[config.mk]
export PLATFORM = sky130hd
export DESIGN_NAME = rat_result
export DESIGN_NICKNAME = d
export VERILOG_FILES = /design/src/rtl/rat_pkg.sv /design/src/rtl/rat_result.sv
export SDC_FILE = /design/constraint.sdc
export NUM_CORES = 1
export LEC_CHECK = 0
export ABC_AREA = 1
export BUFFER_PORTS_ARGS = -buffer_cell sky130_fd_sc_hd__buf_4
export CAP_MARGIN = 20
export CELL_PAD_IN_SITES_DETAIL_PLACEMENT = 1
export CELL_PAD_IN_SITES_GLOBAL_PLACEMENT = 1
export CORE_MARGIN = 10
export CORE_UTILIZATION = 25
export DETAILED_ROUTE_END_ITERATION = 12
export PLACE_DENSITY = 0.8
export SLEW_MARGIN = 5
export SYNTH_ARGS = -nofsm -noshare
export SYNTH_HDL_FRONTEND = slang
export SYNTH_SLANG_ARGS = --single-unit
export TNS_END_PERCENT = 5
[constraint.sdc]
create_clock -name clk_i -period 1.5 [get_ports clk_i]
set_input_delay 0.075 -clock clk_i [delete_from_list [all_inputs] [get_ports clk_i]]
set_output_delay 0.075 -clock clk_i [all_outputs]
set_load 0.01 [all_outputs]
[src/rtl/rat_pkg.sv]
// ----------------------------------------------------------------------------
// rat_pkg: region address translation table shared types
// Opcodes, status codes, region kinds and the request/response structs.
// ----------------------------------------------------------------------------
`default_nettype none

package rat_pkg;

  localparam int unsigned AddrW = 32;
  localparam int unsigned HitW  = 6;
  localparam int unsigned KindW = 3;

  typedef enum logic [2:0] {
    OP_ADD  = 3'd0,
    OP_V2R  = 3'd1,
    OP_R2V  = 3'd2,
    OP_WCHK = 3'd3,
    OP_DEL  = 3'd4
  } rat_op_e;

  typedef enum logic [2:0] {
    ST_OK       = 3'd0,
    ST_UNMAPPED = 3'd1,
    ST_DENIED   = 3'd2,
    ST_SECTION  = 3'd3,
    ST_FULL     = 3'd4
  } rat_status_e;

  localparam logic [KindW-1:0] KIND_READONLY = 3'd1;
  localparam logic [KindW-1:0] KIND_LIBRARY  = 3'd2;
  localparam logic [KindW-1:0] KIND_PROGRAM  = 3'd3;

  typedef struct packed {
    logic [2:0]       opcode;
    logic [AddrW-1:0] address;
    logic [AddrW-1:0] real_base;
    logic [AddrW-1:0] virtual_base;
    logic [AddrW-1:0] region_size;
    logic [KindW-1:0] region_kind;
  } rat_req_t;

  typedef struct packed {
    logic [2:0]       status;
    logic [AddrW-1:0] translated;
    logic [HitW-1:0]  hit_entry;
  } rat_rsp_t;

  // Request as it travels down the cell row, with the search outcome so far.
  typedef struct packed {
    rat_req_t         req;
    logic             full;
    logic             found;
    logic [AddrW-1:0] offset;
    logic [AddrW-1:0] base_to;
    logic [KindW-1:0] hit_kind;
  } rat_flow_t;

endpackage

`default_nettype wire

[src/rtl/rat_result.sv]
// ----------------------------------------------------------------------------
// rat_result: response stage of the region translation table
// Turns the search outcome into status, translated address and entry index.
// ----------------------------------------------------------------------------
`default_nettype none

module rat_result #(
  parameter int unsigned IdxW = 6,
  parameter int unsigned CntW = 7
) (
  input  wire logic                clk_i,
  input  wire logic                rst_ni,
  input  wire logic                vld_i,
  input  wire rat_pkg::rat_flow_t  flow_i,
  input  wire logic [CntW-1:0]     cnt_i,
  input  wire logic [IdxW-1:0]     hit_i,
  output      logic                adv_o,
  output      logic                rsp_valid_o,
  input  wire logic                rsp_ready_i,
  output      rat_pkg::rat_rsp_t   rsp_o
);

  logic                      vld_q;
  rat_pkg::rat_rsp_t         rsp_q, rsp_d;
  logic [rat_pkg::AddrW-1:0] xlat;

  assign xlat  = flow_i.offset + flow_i.base_to;
  assign adv_o = !vld_q || rsp_ready_i;

  always_comb begin
    rsp_d.status     = rat_pkg::ST_UNMAPPED;
    rsp_d.translated = '0;
    rsp_d.hit_entry  = '0;
    unique case (flow_i.req.opcode)
      rat_pkg::OP_ADD: begin
        if (flow_i.full) begin
          rsp_d.status = rat_pkg::ST_FULL;
        end else begin
          rsp_d.status    = rat_pkg::ST_OK;
          rsp_d.hit_entry = rat_pkg::HitW'(cnt_i);
        end
      end
      rat_pkg::OP_V2R, rat_pkg::OP_R2V, rat_pkg::OP_WCHK: begin
        if (flow_i.found) begin
          rsp_d.status     = rat_pkg::ST_OK;
          rsp_d.translated = xlat;
          rsp_d.hit_entry  = rat_pkg::HitW'(hit_i);
          if (flow_i.req.opcode == rat_pkg::OP_WCHK) begin
            if (flow_i.hit_kind == rat_pkg::KIND_READONLY
                || flow_i.hit_kind == rat_pkg::KIND_LIBRARY) begin
              rsp_d.status = rat_pkg::ST_DENIED;
            end else if (flow_i.hit_kind == rat_pkg::KIND_PROGRAM) begin
              rsp_d.status = rat_pkg::ST_SECTION;
            end
          end
        end
      end
      rat_pkg::OP_DEL: begin
        if (flow_i.found) begin
          rsp_d.status    = rat_pkg::ST_OK;
          rsp_d.hit_entry = rat_pkg::HitW'(hit_i);
        end
      end
      default: begin
        rsp_d.status = rat_pkg::ST_UNMAPPED;
      end
    endcase
  end

  always_ff @(posedge clk_i or negedge rst_ni) begin
    if (!rst_ni) begin
      vld_q <= 1'b0;
    end else if (adv_o) begin
      vld_q <= vld_i;
    end
  end

  always_ff @(posedge clk_i) begin
    if (adv_o) begin
      rsp_q <= rsp_d;
    end
  end

  assign rsp_valid_o = vld_q;
  assign rsp_o       = rsp_q;

endmodule

`default_nettype wire

Word-level counts from Yosys, hierarchy flattened. Index checks and enable logic that the tools add are counted.

Register bits after elaboration: 42. Latch bits: 0. RAM bits: 0. Memory bits (read-only): 0. Input port bits: 220. Output and inout bits: 43. Word-level logic and storage cells: 28. Memories: 0.

Add/sub/neg operators: 1. $mul: 0. Div/mod/pow operators: 0. Order comparisons: 0. Eq/ne operators: 7. Shift-type cells: 0. Muxes and demuxes: 10. Bitwise logic cells: 0. Reductions and logical operators: 6.

Operators by type and width (number): 2-to-1 mux 41 bit (1); adder 32 bit (1); case mux 6 bit (3 select lines) (1); == test 3 x 2 -> 1 bit (second input constant) (4); 2-to-1 mux 6 bit (2); 2-to-1 mux 3 bit (3); case mux 3 bit (3 select lines) (1); == test 3 x 1 -> 1 bit (second input constant) (2); == test 3 bit (second input constant) (1); zero test 3 bit (1); OR reduction 3 bit (1); logical OR 1 bit (2); 2-to-1 mux 2 bit (1); AND reduction 2 bit (1); zero test 1 bit (1); 2-to-1 mux 1 bit (1).

Longest topological paths before layout.
Depth after elaboration: 6. Gate-level depth with buffers: 12. Gate-level depth less buffers: 12.

Worst setup path after synthesis. OpenSTA, ideal clock, no wires.

Path type: reg-to-reg. Start point: reg vld_q, in the netlist rsp_valid_o. End point: reg rsp_q (netlist bit rsp_o[0]) (enable). Library setup time: 0.403 ns. Arrival: 1.374 ns. Required time: 1.097 ns. Setup slack: -0.278 ns. Cell stages (with the launch flop): 2. Buffers on the path: 0. Clock period less this slack: 1.778 ns. Path through: dfrtp_1 -> nand2_1.

Word-level cells in the longest chain between the ends: 2.

Ends and longest elaborated chain: from (decl) (line rat_result.sv:23) `logic vld_q;`; from (signal assigned) (line rat_result.sv:74) `vld_q <= vld_i;`; zero test 1 bit (line rat_result.sv:28) `assign adv_o = !vld_q || rsp_ready_i;`; logical OR 1 bit (line rat_result.sv:28); named net adv_o (line rat_result.sv:17) `output logic adv_o,`; to (signal assigned) (line rat_result.sv:80) `rsp_q <= rsp_d;`; to (decl) (line rat_result.sv:24) `rat_pkg::rat_rsp_t rsp_q, rsp_d;`.

The timed path passes the listed nets, and every way through them passes these cells. A chain may end at the register's enable or synchronous reset.

Worst setup path in the final report.
Start point: in flow_i[3] (netlist bit). End point: reg rsp_q (netlist bit rsp_o[36]), data pin.

Word-level cells in the longest chain between the ends: 1.

Ends and longest elaborated chain: from (decl) (line rat_result.sv:14) `input wire rat_pkg::rat_flow_t flow_i,`; adder 32 bit (line rat_result.sv:27) `assign xlat = flow_i.offset + flow_i.base_to;`.

No other way between the ends.

==> flow_summary.toml <==
[sta]
final.setup.worst_slack_ns = 0.0393
finClkSkew_ns = 0.0137
tightest_slew_ns = 0.293
rsz0062_at_grt = "yes"
finalHoldViolCount = 0
holdWs_ns = 0.0902
setup_viol = 0
slew_headroom_pct = 80.5
period_share_pct = 97.4
drv_slew = 0
tns_ns = 0
fmax_mhz = 685
min_period_ns = 1.46

[worst_hold_path]
whs_path_depth = 3
min_from = "hit_i[2]"
holdCritPathClass = "in -> reg"

[floorplanning]
die_w_microns = 147
die_y_microns = 147
start_util_pct = 25.4
core_sq_mm = 0.0158
io_pins = 263
die_area_sq_mm = 0.0215
row_count = 46

[placement]
dp_slack_ns = -0.473
globalplace.congestion = 0.856
postPlaceCellArea_sq_mm = 0.00565
hpwl_microns = 12600
numPortBuffers = 130
dp_cells = 1012

[layout]
final_cells = 1024
final_nets = 1059
synthToLayoutAreaGrowth_pct = 50.8
drive_gt1_share_pct = 33.3
fin_area_sq_mm = 0.00604
final_cell_mix = "nand2_1, buf_4, inv_1"
final_common_cell = "nand2_1"
diodes = 0

[logic_synthesis]
ys_warn_count = 0
syn_nets = 871
ys_ff_latch = 42
syn_area_per_cell_sq_um = 6.47
netlist_instances = 619
yosysSeqAreaShare_pct = 31.4
ys_types = 26
synthesis.area_sq_mm = 0.00401

[critical_path]
worstPathMaxFanout = 4
r2r_start = "rsp_valid_o$_DFFE_PN0P_"
worstPathRequired_ns = 1.56
cp.arrival_ns = 1.52
critPathLaunchType = "primary input"
critical_path_class = "in -> reg"
cp-end-kind = "flip-flop"
reg2reg_depth = 2
crit_start = "flow_i[3]"

[route]
wl_microns = 15300
viasPerCell = 4.44
drc = 0
via_count = 4551
wire_per_inst_microns = 14.9
drt-initial-drc-count = 161
ant_nets = 0
dr.pass1.iters = 4

[global_routing]
overflow = 0
antenna_found_initial = 0
grt_pass1_wl_microns = 24100
grt_usage_pct = 13.8
first_global_vias = 4803
grt_max_degree = 44

[clock_tree]
cts.sinks = 42
numCtsBuffers = 5
cts_tree = "yes"
clk_path_buf_depth = 2
clk_pin_slew_ns = 0.08
cts-htree-levels = 2
clkLatencyLatePin_ns = 0.30
clock-root-buffer = "clkbuf_16"

[flow_run]
cap_violations = 0

[power]
leakage_nw = 3.25
ir_worst_vdd_mv = 0.402
powerDensity_mw_per_mm2 = 721

[outcome]
status = "completed"
==> area by class of cell <==
class	instances	area [sq um]
fillers	2074	9730
clock buffers	5	125
repair buffers	184	1410
multi-input cells	450	2490
clock inverters	3	21.3
inverters	124	465
flip-flops and latches	42	1260
well taps	216	270
==> synth_stat cells <==
master	number	area share (%)
nand2_1	212	20
inv_1	118	11
nor2_1	61	5.7
a21oi_1	42	5.2
edfxtp_1	41	31
nand3_1	34	4.2
ha_1	31	9.7
o21ai_0	16	2.0
nand2_2	13	2.0
inv_2	6	0.56
nand4_1	6	0.94
and2_1	5	0.78
nand3_2	5	1.2
nor3_1	5	0.62
o21bai_1	5	0.94
nor3_2	4	1.0
buf_2	3	0.37
nor2_2	3	0.47
xnor2_1	2	0.44
a21o_1	1	0.19
a21oi_2	1	0.22
and3_1	1	0.16
dfrtp_1	1	0.62
fa_1	1	0.50
nand3b_1	1	0.19
o21a_1	1	0.19
==> cells by family after synthesis <==
group	count (synthesis)	share of synthesized area (%)
xor+xnor	2	0.437
flops	42	31.4
compound gates	66	8.78
buf+inv	127	12.0
fa+ha+maj	32	10.2
simple gates	350	37.3
==> flip-flops by register name, indices dropped and copies added, names as in the netlist <==
| name | count |
|---|---|
| rsp_valid_o | 1 |
| rsp_o | 41 |
==> worst paths after layout <==
path | endpoint | slack [ns]
min | rsp_o[2]$_DFFE_PP_ | 0.09
max | rsp_o[36]$_SDFFCE_PN0P_ | 0.04
max in group asynchronous | rsp_valid_o$_DFFE_PN0P_ | 1.32
min in group asynchronous | rsp_valid_o$_DFFE_PN0P_ | 0.10
min reg2reg | rsp_valid_o$_DFFE_PN0P_ | 0.75
max reg2reg | rsp_o[18]$_SDFFCE_PN0P_ | 0.39
==> timing repair <==
action | in CTS | in global routing
hold buffers | 2 | 0
gates resized for setup | 5 | 46
endpoints found under the hold margin | 2 | 0
pin swaps | 1 | 5
endpoints found under the setup margin | 8 | 19
setup buffers | 0 | 2
==> report_power, final <==
group / switching (W) / internal (W)
Combinational: 0.000961 / 0.000800
Clock: 0.000528 / 0.000619
Sequential: 0.0000384 / 0.00141
==> critical path, stage by stage <==
cell	delay, ns
buf_4	0.11
ha_2	0.20
fa_2	0.37
buf_4	0.16
nand2_1	0.07
nand3_2	0.08
nand2_2	0.10
nand2_4	0.07
nand2_2	0.07
nand3_1	0.08
nand2_1	0.08
nor2_1	0.04
==> routing by layer <==
layer / global-route usage, % / wire (microns) / vias up
met3: 3.86 / 955 / 10
met2: 23.7 / 7280 / 124
met4: 2.55 / 126 / 0
met1: 16.8 / 6930 / 2100
li1: - / - / 2317
met5: 0 / 0 / -
==> through the flow <==
stage / util [%] / power [W]
floorplan: - / 0.00230
global placement: 35.8 / 0.00310
detailed placement: 35.8 / 0.00314
CTS: 37.0 / 0.00431
global route: 38.3 / 0.00463
finish: 38.3 / 0.00436
No activity file was read; power rests on OpenSTA's default activity.
