`config.mk`:
```
export PLATFORM = sky130hd
export DESIGN_NAME = rat_cell
export DESIGN_NICKNAME = d
export VERILOG_FILES = /design/src/rtl/rat_pkg.sv /design/src/rtl/rat_cell.sv
export SDC_FILE = /design/constraint.sdc
export NUM_CORES = 1
export LEC_CHECK = 0
export ABC_AREA = 1
export BUFFER_PORTS_ARGS = -buffer_cell sky130_fd_sc_hd__clkbuf_2
export CORE_MARGIN = 1.5
export CORE_UTILIZATION = 30
export CTS_CLUSTER_SIZE = 16
export DETAILED_ROUTE_END_ITERATION = 16
export SLEW_MARGIN = 40
export SYNTH_ARGS = -nofsm -noshare
export SYNTH_HDL_FRONTEND = slang
export SYNTH_SLANG_ARGS = --single-unit
```
`constraint.sdc`:
```
create_clock -name clk_i -period 6.7 [get_ports clk_i]
set_input_delay 1.34 -clock clk_i [delete_from_list [all_inputs] [get_ports clk_i]]
set_output_delay 1.34 -clock clk_i [all_outputs]
set_load 0.01 [all_outputs]
```
`src/rtl/rat_pkg.sv`:
```
// ----------------------------------------------------------------------------
// rat_pkg: region address translation table shared types
// Opcodes, status codes, region kinds and the request/response structs.
// ----------------------------------------------------------------------------
`default_nettype none

package rat_pkg;

  localparam int unsigned AddrW = 32;
  localparam int unsigned HitW  = 6;
  localparam int unsigned KindW = 3;

  typedef enum logic [2:0] {
    OP_ADD  = 3'd0,
    OP_V2R  = 3'd1,
    OP_R2V  = 3'd2,
    OP_WCHK = 3'd3,
    OP_DEL  = 3'd4
  } rat_op_e;

  typedef enum logic [2:0] {
    ST_OK       = 3'd0,
    ST_UNMAPPED = 3'd1,
    ST_DENIED   = 3'd2,
    ST_SECTION  = 3'd3,
    ST_FULL     = 3'd4
  } rat_status_e;

  localparam logic [KindW-1:0] KIND_READONLY = 3'd1;
  localparam logic [KindW-1:0] KIND_LIBRARY  = 3'd2;
  localparam logic [KindW-1:0] KIND_PROGRAM  = 3'd3;

  typedef struct packed {
    logic [2:0]       opcode;
    logic [AddrW-1:0] address;
    logic [AddrW-1:0] real_base;
    logic [AddrW-1:0] virtual_base;
    logic [AddrW-1:0] region_size;
    logic [KindW-1:0] region_kind;
  } rat_req_t;

  typedef struct packed {
    logic [2:0]       status;
    logic [AddrW-1:0] translated;
    logic [HitW-1:0]  hit_entry;
  } rat_rsp_t;

  // Request as it travels down the cell row, with the search outcome so far.
  typedef struct packed {
    rat_req_t         req;
    logic             full;
    logic             found;
    logic [AddrW-1:0] offset;
    logic [AddrW-1:0] base_to;
    logic [KindW-1:0] hit_kind;
  } rat_flow_t;

endpackage

`default_nettype wire

```
`src/rtl/rat_cell.sv`:
```
// ----------------------------------------------------------------------------
// rat_cell: one table entry of the region translation row
// Holds one region, matches the passing request and hands it on a stage.
// ----------------------------------------------------------------------------
`default_nettype none

module rat_cell #(
  parameter int unsigned Idx  = 0,
  parameter int unsigned IdxW = 6,
  parameter int unsigned CntW = 7
) (
  input  wire logic                clk_i,
  input  wire logic                rst_ni,
  input  wire logic                adv_i,
  input  wire logic                vld_i,
  input  wire rat_pkg::rat_flow_t  flow_i,
  input  wire logic [CntW-1:0]     cnt_i,
  input  wire logic [IdxW-1:0]     hit_i,
  output      logic                vld_o,
  output      rat_pkg::rat_flow_t  flow_o,
  output      logic [CntW-1:0]     cnt_o,
  output      logic [IdxW-1:0]     hit_o
);

  logic [rat_pkg::AddrW-1:0] rb_q, vb_q, sz_q;
  logic [rat_pkg::KindW-1:0] kd_q;

  logic                      vld_q;
  rat_pkg::rat_flow_t        flow_q, flow_d;
  logic [CntW-1:0]           cnt_q;
  logic [IdxW-1:0]           hit_q, hit_d;

  logic                      by_real, incl, search, live, in_rng, hit, wr_add;
  logic [rat_pkg::AddrW-1:0] key, dest;
  logic [rat_pkg::AddrW:0]   diff, span;

  always_comb begin
    by_real = (flow_i.req.opcode == rat_pkg::OP_R2V);
    incl    = (flow_i.req.opcode == rat_pkg::OP_DEL);
    search  = (flow_i.req.opcode == rat_pkg::OP_V2R) || (flow_i.req.opcode == rat_pkg::OP_R2V)
           || (flow_i.req.opcode == rat_pkg::OP_WCHK) || (flow_i.req.opcode == rat_pkg::OP_DEL);
    key     = by_real ? rb_q : vb_q;
    dest    = by_real ? vb_q : rb_q;
    // borrow in diff: address below base; carry in span: region end wraps
    diff    = {1'b0, flow_i.req.address} - {1'b0, key};
    span    = {1'b0, key} + {1'b0, sz_q};
    in_rng  = !diff[rat_pkg::AddrW] && !span[rat_pkg::AddrW] && (sz_q != '0)
           && (incl ? (diff[rat_pkg::AddrW-1:0] <= sz_q) : (diff[rat_pkg::AddrW-1:0] < sz_q));
    live    = (CntW'(Idx) < cnt_i);
    hit     = vld_i && live && search && !flow_i.found && in_rng;
    wr_add  = vld_i && (flow_i.req.opcode == rat_pkg::OP_ADD) && !flow_i.full
           && (cnt_i == CntW'(Idx));

    flow_d = flow_i;
    hit_d  = hit_i;
    if (hit) begin
      flow_d.found    = 1'b1;
      flow_d.offset   = diff[rat_pkg::AddrW-1:0];
      flow_d.base_to  = dest;
      flow_d.hit_kind = kd_q;
      hit_d           = IdxW'(Idx);
    end
  end

  always_ff @(posedge clk_i or negedge rst_ni) begin
    if (!rst_ni) begin
      vld_q <= 1'b0;
    end else if (adv_i) begin
      vld_q <= vld_i;
    end
  end

  always_ff @(posedge clk_i) begin
    if (adv_i) begin
      flow_q <= flow_d;
      cnt_q  <= cnt_i;
      hit_q  <= hit_d;
    end
  end

  // Region store: written by an add, size cleared by a delete hit.
  always_ff @(posedge clk_i) begin
    if (adv_i) begin
      if (wr_add) begin
        rb_q <= flow_i.req.real_base;
        vb_q <= flow_i.req.virtual_base;
        sz_q <= flow_i.req.region_size;
        kd_q <= flow_i.req.region_kind;
      end else if (hit && incl) begin
        sz_q <= '0;
      end
    end
  end

  assign vld_o  = vld_q;
  assign flow_o = flow_q;
  assign cnt_o  = cnt_q;
  assign hit_o  = hit_q;

endmodule

`default_nettype wire

```
== After elaboration in Yosys (flattened, before gate mapping) ==
Index checks and enable logic that the tools add are counted.
Storage, ports and cells
  input bits: 220
  output and inout bits: 217
  logic and storage cells: 57
  flip-flop bits (word level): 316
Cells by class
  reductions and logical operators: 24
  $lt $le $gt $ge: 3
  add/subtract/negate cells: 2
  multiplexer cells: 6
  equality and inequality tests: 4
Operators by type and width (number)
  two-way mux 32 bit: 4
  two-way mux 67 bit: 1
  adder 32 x 32 -> 33 bit: 1
  subtractor 32 x 32 -> 33 bit: 1
  less-or-equal comparator 32 bit: 1
  < comparator 32 bit: 1
  nonzero test 32 bit: 1
  logical AND 1 bit: 11
  logical NOT 7 bit: 1
  < comparator 1 x 7 -> 1 bit, first input constant: 1
  == test 3 x 2 -> 1 bit, second input constant: 2
  logical NOT 1 bit: 4
  AND reduction 2 bit: 2
  == test 3 x 1 -> 1 bit, second input constant: 1
  == test 3 bit, second input constant: 1
  logical NOT 3 bit: 1
  logical OR 1 bit: 3
  nonzero test 2 bit: 1
  two-way mux 1 bit: 1

== Depth between registers and ports, before layout ==
  depth in word-level cells: 11
  gate-level depth with buffers: 33
  depth with buffers taken out: 30

== Worst setup path after synthesis ==
No wires, ideal clock.
  path type: in2reg
  from: input flow_i[202] (netlist bit)
  to: register sz_q[0] (netlist bit) (enable)
  setup slack: 654 ps
  cell stages on the path: 29
  setup time: 390 ps
  data arrival time: 5657 ps
  path buffers: 4
  cell sequence: inv_1 > nand3_2 > clkbuf_1 > clkbuf_1 > nand2_1 > o21ai_0 > inv_1 > ha_1 > a21oi_1 > nand2_1 > nand2_1 > nand2_1 > nand3_1 > nand2_1 > nand2_1 > nand2_1 > nand2_1 > nand2_1 > ha_1 > nand2_1 > nor2_1 > nand4_1 > nor2_1 > nand3_1 > a21oi_2 > buf_4 > buf_2 > nand4_1 > nand2_1
On the way
  word-level cells in the longest chain between the ends: 11
RTL lines
  start, declared: line rat_cell.sv:16  | input wire rat_pkg::rat_flow_t flow_i,
  branches (longest 9 deep; another with subtractor 32 x 32 -> 33 bit)
  nonzero test 2 bit (no source line) (*)
  AND reduction 2 bit (no source line) (*)
  end signal, assigned: line rat_cell.sv:87  | sz_q <= flow_i.req.region_size;
  end, declared: line rat_cell.sv:25  | logic [rat_pkg::AddrW-1:0] rb_q, vb_q, sz_q;
Every way passes the cells marked *.
A chain may end at the register's enable or synchronous reset.

== Worst setup path after layout ==
  from: input flow_i[202] (netlist bit)
  to: register sz_q[31] (netlist bit) (enable)
The elaborated chain is that of the path after synthesis.

==> reports/qor.yml <==
maxSlewHeadroom: 0.494
post_cts_buffers: 0
startpoint: "flow_i[202]"
min_period_ns: 6.02
numPortBuffers: 436
syn-num-nets: 1822
die_w_um: 230
dr.pass1.iters: 5
power.density_mw_per_mm2: 245
detail_route.wirelength_um: 49300
grt_pass1_vias: 11980
io_pins: 437
synth_ff_type: "edfxtp_1"
postRouteAntennaNets: 0
hpwl_um: 39400
die_h_um: 230
seq_area_frac_synth: 0.612
tns_ns: 0
worstReg2RegStart: "rb_q[8]"
syn2layout_area_growth_pct: 27.3
slowest_delay_ns: 0.44
crit_slowest_cell: "o21ai_0"
layout_commonest_cell: "clkbuf_2"
cp-end-kind: "flip-flop"
cts_resized: 0
p_leak_nw: 9.25
grt_first_pass_wirelength_um: 72100
synthesis.area_mm2: 0.0155
rsz0062_at_grt: "no"
n_antenna_cell: 0
status: "completed"
max_freq_mhz: 166
hold_buffers: 0
tritoncts.num_buffers: 35
drive_above_1_share: 0.266
worst_pin_slew_ns: 0.759
htreeDepth: 2
grt.overflow.total: 0
cp_max_fo: 45
crit_type: "input port to flip-flop"
nets: 2277
place.gp.congestion: 0.891
hold_start: "vld_o"
via_per_inst: 4.58
grt_util_all_layers: 0.182
total_power_w: 0.00483
cp.buffers_inverters: 5
cp-start-kind: "input port"
wl_per_cell_um: 18.5
cts_buffer_depth: 3
grt_max_degree: 101
vias: 12199
antenna_found_initial: 0
syn_inst: 1506
finClkSkew_ns: 0.0208
drv_cap: 0
arrival_ns: 6.26
timing.final.crit_share: 0.899
cp_top_family: "simple AND/OR/NAND/NOR gates"
die-area_mm2: 0.0530
synth_edf_count: 315
synth_warnings: 0
synth.avg_cell_area_um2: 10.3
ys_types: 32
cpMostUsedCell: "nand2_1"
core_mm2: 0.0512
worstSkewPairLatency_ns: 0.55
peakVddDrop_uv: 184
ys_async_sr_fraction: 0.00316
drv_slew: 0
path_clk_slew_ns: 0.06
drtIter0Drc: 582
drcViolationCount: 0
worstPathRequired_ns: 6.93
layout_common_cells: "435 x clkbuf_2, 392 x nand2_1, 315 x edfxtp_1"
setup_viol: 0
hp-class: "flip-flop to flip-flop"
initial_core_util: 0.303
yosys_register_bits: 316
hold_violations: 0
fp-row-count: 83
cts_sinks: 316
fill_cells: 5065
cts_root_buffer: "clkbuf_16"
cts_tree: "built"
-- synth_stat cells, types with 6 or more instances --
master | n | area share
nand2_1 | 393 | 0.095
edfxtp_1 | 315 | 0.61
inv_1 | 198 | 0.048
nor2_1 | 124 | 0.030
ha_1 | 95 | 0.077
a21oi_1 | 91 | 0.029
nand4_1 | 77 | 0.031
o21ai_0 | 67 | 0.022
nand3_1 | 40 | 0.013
clkbuf_1 | 25 | 0.0061
xor2_1 | 15 | 0.0085
buf_2 | 9 | 0.0029
nor3_1 | 9 | 0.0029
buf_6 | 7 | 0.0051
inv_2 | 6 | 0.0015
o21a_1 | 6 | 0.0029
-- through the flow --
stage                     hold slack [ns]  utilization  cell area [µm²]  setup slack (ns)  instances
after global routing                0.500        0.385            19700             0.187       2665
after CTS                           0.487        0.385            19700             0.732       2665
after floorplan                     0.507            -            15500             0.654       1506
final                               0.484        0.385            19700             0.675       2665
after detailed placement            0.474        0.363            18600             0.146       2604
after global placement              0.457        0.363            18600             0.205       2604
-- worst reg2reg max path: cells and delay by family (launching register included) --
kind,cells,cell delay (ns)
buffers and inverters,4,0.52
and+or+nand+nor,12,1.46
AOI/OAI and AO/OA,5,1.37
adders and majority gates,2,0.68
DFF,1,0.33
-- routing by layer --
metal,vias up,global-route usage,part of all wire
met3,42,0.0363,0.058
met2,395,0.305,0.48
met4,0,0.0390,0.014
met5,-,0,0
li1,6056,-,-
met1,5706,0.244,0.45
-- power by group --
| group | internal [W] | switching, W |
|---|---|---|
| Sequential | 0.00228 | 0.0000274 |
| Clock | 0.00113 | 0.000781 |
| Combinational | 0.000220 | 0.000385 |
| Total | 0.00364 | 0.00119 |
-- final cells by class --
cell class | instances | area [µm²] | share of cell area
clock inverter | 15 | 161 | 0.00818
timing repair buffer | 463 | 2450 | 0.124
sequential | 316 | 9480 | 0.481
tap | 680 | 851 | 0.0431
clock buffer | 46 | 968 | 0.0491
inverter | 204 | 766 | 0.0388
multi-input combinational | 941 | 5050 | 0.256
-- cell families after synthesis --
logic type	Yosys count	share of synthesized area
xor gates and xnor gates	15	0.00848
and+or+nand+nor	657	0.178
DFF	316	0.612
adders and majority gates	96	0.0780
buffers and inverters	249	0.0654
AOI/OAI and AO/OA	173	0.0581
-- registers in the layout (all words and copies together), names as in the netlist --
signal and flops:
rb_q 32, sz_q 32, cnt_o 7, vld_o 1
hit_o 6, flow_o 203, vb_q 32, kd_q 3
-- final timing paths --
kind	end	slack (ns)	depth (start not counted)
max in group asynchronous	vld_o	6.01	1
hold / removal	vld_o	0.48	2
hold reg to reg	vld_o	0.48	2
setup / recovery	sz_q[31]	0.68	25
setup reg to reg	sz_q[31]	2.04	23
min in group asynchronous	vld_o	0.59	1
Note: power is estimated with default switching activity, not from simulation.
